<file path="config.mk">
export PLATFORM = sky130hd
export DESIGN_NAME = three_level_priority_queue_unit
export DESIGN_NICKNAME = d
export VERILOG_FILES = /design/src/tpq_pkg.sv /design/src/tpq_ram.sv /design/src/tpq_cell.sv /design/src/three_level_priority_queue_unit.sv
export SDC_FILE = /design/constraint.sdc
export NUM_CORES = 1
export LEC_CHECK = 0
export BUFFER_PORTS_ARGS = -buffer_cell sky130_fd_sc_hd__buf_2
export CORE_MARGIN = 5
export CORE_UTILIZATION = 56
export CTS_CLUSTER_SIZE = 24
export DETAILED_ROUTE_END_ITERATION = 16
export PLACE_DENSITY_LB_ADDON = 0.1
export SETUP_SLACK_MARGIN = 0.02
export SLEW_MARGIN = 40
export SYNTH_ARGS = -nofsm -noshare
export SYNTH_HDL_FRONTEND = slang
export SYNTH_SLANG_ARGS = --single-unit
</file>
<file path="constraint.sdc">
create_clock -name clk -period 3.7 [get_ports clk]
set_input_delay 0.74 -clock clk [delete_from_list [all_inputs] [get_ports clk]]
set_output_delay 0.74 -clock clk [all_outputs]
set_load 0.02 [all_outputs]
</file>
<file path="src/tpq_pkg.sv">
`timescale 1ns / 1ps

package tpq_pkg;

  // operation codes; the unused code behaves as a peek
  localparam logic [1:0] FUNC_ADD   = 2'd0;
  localparam logic [1:0] FUNC_SERVE = 2'd1;
  localparam logic [1:0] FUNC_PEEK  = 2'd2;

  // result status codes
  localparam logic [1:0] STATUS_OK    = 2'd0;
  localparam logic [1:0] STATUS_EMPTY = 2'd1;
  localparam logic [1:0] STATUS_FULL  = 2'd2;

  // sequencer states
  typedef enum logic [1:0] {
    ST_IDLE,
    ST_EXEC,
    ST_READ
  } state_t;

  // input item
  typedef struct packed {
    logic [1:0]  func;
    logic [15:0] entry_tag;
    logic [1:0]  entry_level;
  } req_t;

  // result item
  typedef struct packed {
    logic [1:0]  status;
    logic [15:0] out_tag;
    logic [1:0]  out_level;
  } rsp_t;

  // command broadcast to every level cell
  typedef struct packed {
    logic       exec;
    logic [1:0] func;
    logic [1:0] level;
  } cell_ctrl_t;

  // data handed from one level cell to the next, most urgent first
  typedef struct packed {
    logic        claimed;
    logic        add_ok;
    logic [15:0] tag;
    logic [1:0]  level;
  } chain_t;

endpackage

</file>
<file path="src/tpq_ram.sv">
`timescale 1ns / 1ps

module tpq_ram #(
  parameter int WIDTH = 16,
  parameter int DEPTH = 16
) (
  input  logic                     clk,
  input  logic                     we,
  input  logic [$clog2(DEPTH)-1:0] waddr,
  input  logic [WIDTH-1:0]         wdata,
  input  logic                     re,
  input  logic [$clog2(DEPTH)-1:0] raddr,
  output logic [WIDTH-1:0]         rdata
);

  logic [WIDTH-1:0] mem [DEPTH];

  // one write port, one registered read port
  always_ff @(posedge clk) begin
    if (we) begin
      mem[waddr] <= wdata;
    end
    if (re) begin
      rdata <= mem[raddr];
    end
  end

endmodule

</file>
<file path="src/tpq_cell.sv">
`timescale 1ns / 1ps

module tpq_cell #(
  parameter int LEVEL             = 0,
  parameter int ENTRIES_PER_LEVEL = 16,
  parameter int TAG_BITS          = 16
) (
  input  logic                   clk,
  input  logic                   rst,
  input  tpq_pkg::cell_ctrl_t    ctrl,
  input  logic [TAG_BITS-1:0]    wr_tag,
  input  tpq_pkg::chain_t        chain_in,
  output tpq_pkg::chain_t        chain_out
);

  localparam int PTR_W = $clog2(ENTRIES_PER_LEVEL);
  localparam int CNT_W = $clog2(ENTRIES_PER_LEVEL + 1);

  logic [PTR_W-1:0]    head, head_next;
  logic [PTR_W-1:0]    tail, tail_next;
  logic [CNT_W-1:0]    count, count_next;
  logic                owner, owner_next;
  logic                nonempty;
  logic                full;
  logic                addressed;
  logic                is_add;
  logic                do_add;
  logic                win;
  logic [TAG_BITS-1:0] rd_tag;
  logic [15:0]         rd_tag16;

  // decode this level's part of the command
  assign nonempty  = (count != '0);
  assign full      = (count == CNT_W'(ENTRIES_PER_LEVEL));
  assign addressed = (32'(ctrl.level) == LEVEL);
  assign is_add    = (ctrl.func == tpq_pkg::FUNC_ADD);
  assign do_add    = ctrl.exec && is_add && addressed && !full;
  assign win       = ctrl.exec && !is_add && !chain_in.claimed && nonempty;

  // pointer and count updates
  always_comb begin
    head_next  = head;
    tail_next  = tail;
    count_next = count;
    owner_next = owner;
    if (do_add) begin
      tail_next  = (tail == PTR_W'(ENTRIES_PER_LEVEL - 1)) ? '0 : tail + 1'b1;
      count_next = count + 1'b1;
    end
    if (ctrl.exec) begin
      owner_next = win;
    end
    if (win && ctrl.func == tpq_pkg::FUNC_SERVE) begin
      head_next  = (head == PTR_W'(ENTRIES_PER_LEVEL - 1)) ? '0 : head + 1'b1;
      count_next = count - 1'b1;
    end
  end

  always_ff @(posedge clk) begin
    if (rst) begin
      head  <= '0;
      tail  <= '0;
      count <= '0;
      owner <= 1'b0;
    end else begin
      head  <= head_next;
      tail  <= tail_next;
      count <= count_next;
      owner <= owner_next;
    end
  end

  // tag store of this level
  tpq_ram #(
    .WIDTH (TAG_BITS),
    .DEPTH (ENTRIES_PER_LEVEL)
  ) u_ram (
    .clk   (clk),
    .we    (do_add),
    .waddr (tail),
    .wdata (wr_tag),
    .re    (win),
    .raddr (head),
    .rdata (rd_tag)
  );

  // shown tag is the low 16 bits
  generate
    if (TAG_BITS == 16) begin : g_tag_eq
      assign rd_tag16 = rd_tag;
    end else if (TAG_BITS > 16) begin : g_tag_wide
      assign rd_tag16 = rd_tag[15:0];
    end else begin : g_tag_narrow
      assign rd_tag16 = {{(16 - TAG_BITS){1'b0}}, rd_tag};
    end
  endgenerate

  // pass claim, add outcome and read data down the chain
  always_comb begin
    chain_out.claimed = chain_in.claimed || nonempty;
    chain_out.add_ok  = chain_in.add_ok || (addressed && !full);
    chain_out.tag     = owner ? rd_tag16 : chain_in.tag;
    chain_out.level   = owner ? 2'(LEVEL) : chain_in.level;
  end

endmodule

</file>
<file path="src/three_level_priority_queue_unit.sv">
`timescale 1ns / 1ps

// Priority queue with NUM_LEVELS FIFO levels of ENTRIES_PER_LEVEL entries,
// level 0 most urgent. An item is taken when start is high and busy is low;
// every item gives exactly one result, shown on rsp for one cycle with done
// high, which the receiver must take at once. An add, and a serve or peek
// on an empty queue, goes from ST_EXEC straight back to ST_IDLE with the
// result strobe; a serve or peek that finds an entry passes through ST_READ
// as well, for the registered read of the level's tag memory. Each level
// is one cell of a chain that resolves which level is served. The tag
// memories need no clearing after reset.
module three_level_priority_queue_unit #(
  parameter int ENTRIES_PER_LEVEL = 16,
  parameter int NUM_LEVELS        = 3,
  parameter int TAG_BITS          = 16
) (
  input  logic          clk,
  input  logic          rst,
  input  logic          start,
  input  tpq_pkg::req_t req,
  output logic          busy,
  output logic          done,
  output tpq_pkg::rsp_t rsp
);

  tpq_pkg::state_t     state, state_next;
  tpq_pkg::req_t       req_q;
  logic [TAG_BITS-1:0] tag_q;
  logic [TAG_BITS-1:0] tag_in;
  logic [15:0]         tag_echo;
  logic                done_next;
  tpq_pkg::rsp_t       rsp_next;
  tpq_pkg::cell_ctrl_t ctrl;
  tpq_pkg::chain_t     chain [NUM_LEVELS+1];
  logic                accept;

  assign busy   = (state != tpq_pkg::ST_IDLE);
  assign accept = start && !busy;

  // keep the tag to TAG_BITS bits
  generate
    if (TAG_BITS == 16) begin : g_tag_eq
      assign tag_in   = req.entry_tag;
      assign tag_echo = tag_q;
    end else if (TAG_BITS > 16) begin : g_tag_wide
      assign tag_in   = {{(TAG_BITS - 16){1'b0}}, req.entry_tag};
      assign tag_echo = tag_q[15:0];
    end else begin : g_tag_narrow
      assign tag_in   = req.entry_tag[TAG_BITS-1:0];
      assign tag_echo = {{(16 - TAG_BITS){1'b0}}, tag_q};
    end
  endgenerate

  // request capture
  always_ff @(posedge clk) begin
    if (accept) begin
      req_q <= req;
      tag_q <= tag_in;
    end
  end

  // command to the cells
  always_comb begin
    ctrl.exec  = (state == tpq_pkg::ST_EXEC);
    ctrl.func  = req_q.func;
    ctrl.level = req_q.entry_level;
  end

  // level cells, most urgent first
  assign chain[0] = '0;

  generate
    for (genvar i = 0; i < NUM_LEVELS; i++) begin : g_cell
      tpq_cell #(
        .LEVEL             (i),
        .ENTRIES_PER_LEVEL (ENTRIES_PER_LEVEL),
        .TAG_BITS          (TAG_BITS)
      ) u_cell (
        .clk       (clk),
        .rst       (rst),
        .ctrl      (ctrl),
        .wr_tag    (tag_q),
        .chain_in  (chain[i]),
        .chain_out (chain[i+1])
      );
    end
  endgenerate

  // sequencer
  always_ff @(posedge clk) begin
    if (rst) begin
      state <= tpq_pkg::ST_IDLE;
      done  <= 1'b0;
    end else begin
      state <= state_next;
      done  <= done_next;
    end
  end

  always_ff @(posedge clk) begin
    if (done_next) begin
      rsp <= rsp_next;
    end
  end

  // next state and result
  always_comb begin
    state_next = state;
    done_next  = 1'b0;
    rsp_next   = '0;
    unique case (state)
      tpq_pkg::ST_IDLE: begin
        if (start) begin
          state_next = tpq_pkg::ST_EXEC;
        end
      end
      tpq_pkg::ST_EXEC: begin
        if (req_q.func == tpq_pkg::FUNC_ADD) begin
          state_next         = tpq_pkg::ST_IDLE;
          done_next          = 1'b1;
          rsp_next.status    = chain[NUM_LEVELS].add_ok ? tpq_pkg::STATUS_OK
                                                         : tpq_pkg::STATUS_FULL;
          rsp_next.out_tag   = tag_echo;
          rsp_next.out_level = req_q.entry_level;
        end else if (!chain[NUM_LEVELS].claimed) begin
          state_next      = tpq_pkg::ST_IDLE;
          done_next       = 1'b1;
          rsp_next.status = tpq_pkg::STATUS_EMPTY;
        end else begin
          state_next = tpq_pkg::ST_READ;
        end
      end
      tpq_pkg::ST_READ: begin
        state_next         = tpq_pkg::ST_IDLE;
        done_next          = 1'b1;
        rsp_next.status    = tpq_pkg::STATUS_OK;
        rsp_next.out_tag   = chain[NUM_LEVELS].tag;
        rsp_next.out_level = chain[NUM_LEVELS].level;
      end
      default: begin
        state_next = tpq_pkg::ST_IDLE;
      end
    endcase
  end

endmodule
</file>
==> flow_summary.ini <==
[clocking]
clk_pin_slew_ps = 60
cts.sinks = 901
htree_levels = 3
cts_setup_buffers = 0
cts_resized = 0
clock_path_buffers = 3
cts_tree = yes
numCtsBuffers = 90
hold_buffers = 0
clk_latency_ps = 640
root_buffer = clkbuf_16

[power_and_ir_drop]
powerDensity_mw_per_mm2 = 517
p_leak_nw = 12.5
peakVddDrop_v = 0.000429

[drt]
route.vias.total = 17100
post_drt_wl_per_cell_um = 28.3
via_per_inst = 6.18
drc = 0
ant_nets = 0
wl_um = 78500
firstDrtPassIters = 5
drt-initial-drc-count = 1961

[grt]
grt_pass1_vias = 17000
antenna_found_initial = 3
grt_start_max_net_pins = 68
grt_pass1_wl_um = 115000
grt.total_usage_pct = 23.5
grt_overflow = 0

[timing]
finClkSkew_ps = 21.0
grt_setup_unrepaired = no
worst_pin_slew_ps = 837
fin_tns_setup_ps = 0
fin_crit_ps = 3120
hold_violations = 0
final.period_utilization_pct = 84.3
slew_headroom_pct = 44.1
fmax_ghz = 0.320
slew_violations = 0
finalSetupViolCount = 0

[floorplanning]
io_pins = 45
die_y_um = 260
rows = 91
core_area_mm2 = 0.0618
fp.dieW_um = 260
fp.dieArea_mm2 = 0.0677
initial_utilization_pct = 56.7

[setup_path]
cp.arrival_ps = 3440
cpPeakStageDelay_ps = 740
cp_num_buf_inv = 2
cp.required_ps = 4020
critPathSlowestCell = a211oi_2
critical_path.top_delay_family = simple AND/OR/NAND/NOR gates
cp-end-kind = register
cp_cell_sequence = inv_1 > ha_1 > or4b_1 > a211oi_2 > nand2_1 > nor2_1 > buf_4
start_kind = register
criticalPathCategory = reg -> reg
worstPathMaxFanout = 16

[cells_and_area]
final_cell_count_no_fill = 2774
utilization_pct = 64.5
drive_above_1_share_pct = 27.2
num-nets-final = 1918
area_growth_pct = 13.7

[logic_synthesis]
syn-num-nets = 1773
synth_seq_cells = 901
synth_area_mm2 = 0.0351
syn_avg_cell_area_um2 = 20.4
yosys_most_used_dff = edfxtp_1
yosysSeqAreaShare_pct = 75.9
synth_top_area_share_pct = 73.3
synth_cells = 1720
synth_top_cell_by_area = edfxtp_1
synth-edff-count = 856
yosysUniqueCellTypes = 59
synthTopCellsByArea = edfxtp_1 73%, mux4_2 13%, dfxtp_1 2.6%, mux2i_1 1.1%, ha_1 0.96%
async_reset_ff_share_pct = 0
synth_warnings = 0

[placed_design]
portBuffers = 44
post-dp-hpwl_um = 47900
gp_congestion = 0.831
dp_cells = 2607

[outcome]
run_status = finished, final reports clean

[run]
maxCapViolations = 0

[min_path]
min_path_type = in -> reg
==> path summary, 6_finish.rpt <==
check	from	end	slack [ps]	cells after the start
max	state[1]$_SDFFE_PP0P_	g_cell[1].u_cell.u_ram.mem[8][0]$_DFFE_PP_	580	7
min reg2reg	state[0]$_SDFFE_PP0P_	state[0]$_SDFFE_PP0P_	530	2
max reg2reg	state[1]$_SDFFE_PP0P_	g_cell[1].u_cell.u_ram.mem[8][0]$_DFFE_PP_	580	7
min	req[4]	tag_echo[2]$_DFFE_PP_	290	1
==> registers in the layout, indices dropped and copies added (netlist names) <==
signal                     count
g_cell.u_cell.count           15
g_cell.u_cell.owner            3
g_cell.u_cell.tail            12
g_cell.u_cell.head            12
rsp                           20
g_cell.u_cell.u_ram.mem      768
g_cell.u_cell.u_ram.rdata     48
tag_echo                      16
ctrl                           4
done                           1
state                          2
==> stage by stage <==
step | hold slack [ps] | total power (W) | cell area, µm² | worst slack [ps]
after floorplan | 473 | 0.0116 | 35100 | 268
after global placement | 488 | 0.0118 | 36800 | 727
after global routing | 243 | 0.0213 | 39900 | 343
after detailed placement | 512 | 0.0119 | 36900 | 491
after CTS | 247 | 0.0208 | 39800 | 468
final | 286 | 0.0206 | 39900 | 580
==> power by group <==
part           total, W  internal [W]  switching, W
Clock           0.00893       0.00522       0.00371
Sequential       0.0113        0.0112     0.0000370
Combinational  0.000403     0.0000871      0.000316
Total            0.0206        0.0165       0.00407
==> synthesized netlist by cell type (3+ instances only) <==
cell type	instances
a22o_1	17
and2_1	11
fa_1	3
and4_1	3
dfxtp_1	45
o21ai_0	21
nand2_1	53
a41oi_1	4
nand3_1	9
ha_1	27
mux4_2	208
edfxtp_1	856
mux2i_1	38
buf_2	17
and3_1	5
o21a_1	3
buf_1	12
nand2b_1	6
clkbuf_1	67
nor2_1	66
inv_1	23
a21oi_1	58
a21o_1	3
xor2_1	6
nor4_1	3
a311oi_1	6
a31oi_1	3
xnor2_1	9
a211oi_1	36
nor3_1	13
nor2b_1	38
nor3b_1	6
a22oi_1	16
==> cells by family (layout without fill, tap and decap cells) <==
kind of cell / Yosys count / count (layout) / synth area share (%)
AO/OA/AOI/OAI: 179 / 179 / 3.42
XOR/XNOR: 15 / 15 / 0.375
adder cells (fa/ha/maj): 30 / 30 / 1.14
buffers and inverters: 120 / 335 / 1.35
flip-flops: 901 / 901 / 75.9
multiplexers: 246 / 246 / 14.4
other: 0 / 2 / 0
AND/OR/NAND/NOR: 229 / 229 / 3.37
==> cell type report <==
class | count | area, µm²
flip-flops and latches | 901 | 26600
fillers | 4150 | 22000
multi-input cells | 699 | 8070
clock buffers | 111 | 2390
repair buffers | 149 | 1130
well taps | 837 | 1050
clock inverters | 51 | 498
inverters | 24 | 90.1
diodes | 2 | 5.00
==> layer usage <==
metal	vias to the layer above	global-route usage [%]	part of all wire (%)
met3	98	5.16	7.9
met4	0	5.81	2.2
met5	-	0	0
met1	9068	35.8	43
met2	615	35.7	47
li1	7358	-	-
==> cell usage in the layout (no fill, tap or decap), types with 5 or more instances in the layout <==
cell type | synthesis | final
dfxtp_1 | 45 | 33
buf_12 | 0 | 7
xnor2_1 | 9 | 9
mux4_2 | 208 | 208
a21oi_1 | 58 | 57
nand2b_1 | 6 | 6
clkbuf_1 | 67 | 17
buf_6 | 0 | 8
ha_1 | 27 | 27
clkbuf_16 | 0 | 92
inv_1 | 23 | 23
nand2_1 | 53 | 53
nor3_2 | 1 | 10
a22oi_1 | 16 | 16
dfxtp_2 | 0 | 8
and3_1 | 5 | 5
edfxtp_1 | 856 | 856
nand3_1 | 9 | 9
and2_1 | 11 | 10
nor2_1 | 66 | 66
a211oi_1 | 36 | 36
bufinv_16 | 0 | 9
a22o_1 | 17 | 17
o21ai_0 | 21 | 20
buf_2 | 17 | 44
clkinv_1 | 0 | 19
nor2b_1 | 38 | 36
clkinv_2 | 0 | 17
mux2i_1 | 38 | 38
xor2_1 | 6 | 6
a311oi_1 | 6 | 6
buf_4 | 0 | 90
Note: power is estimated with default switching activity, not from simulation.
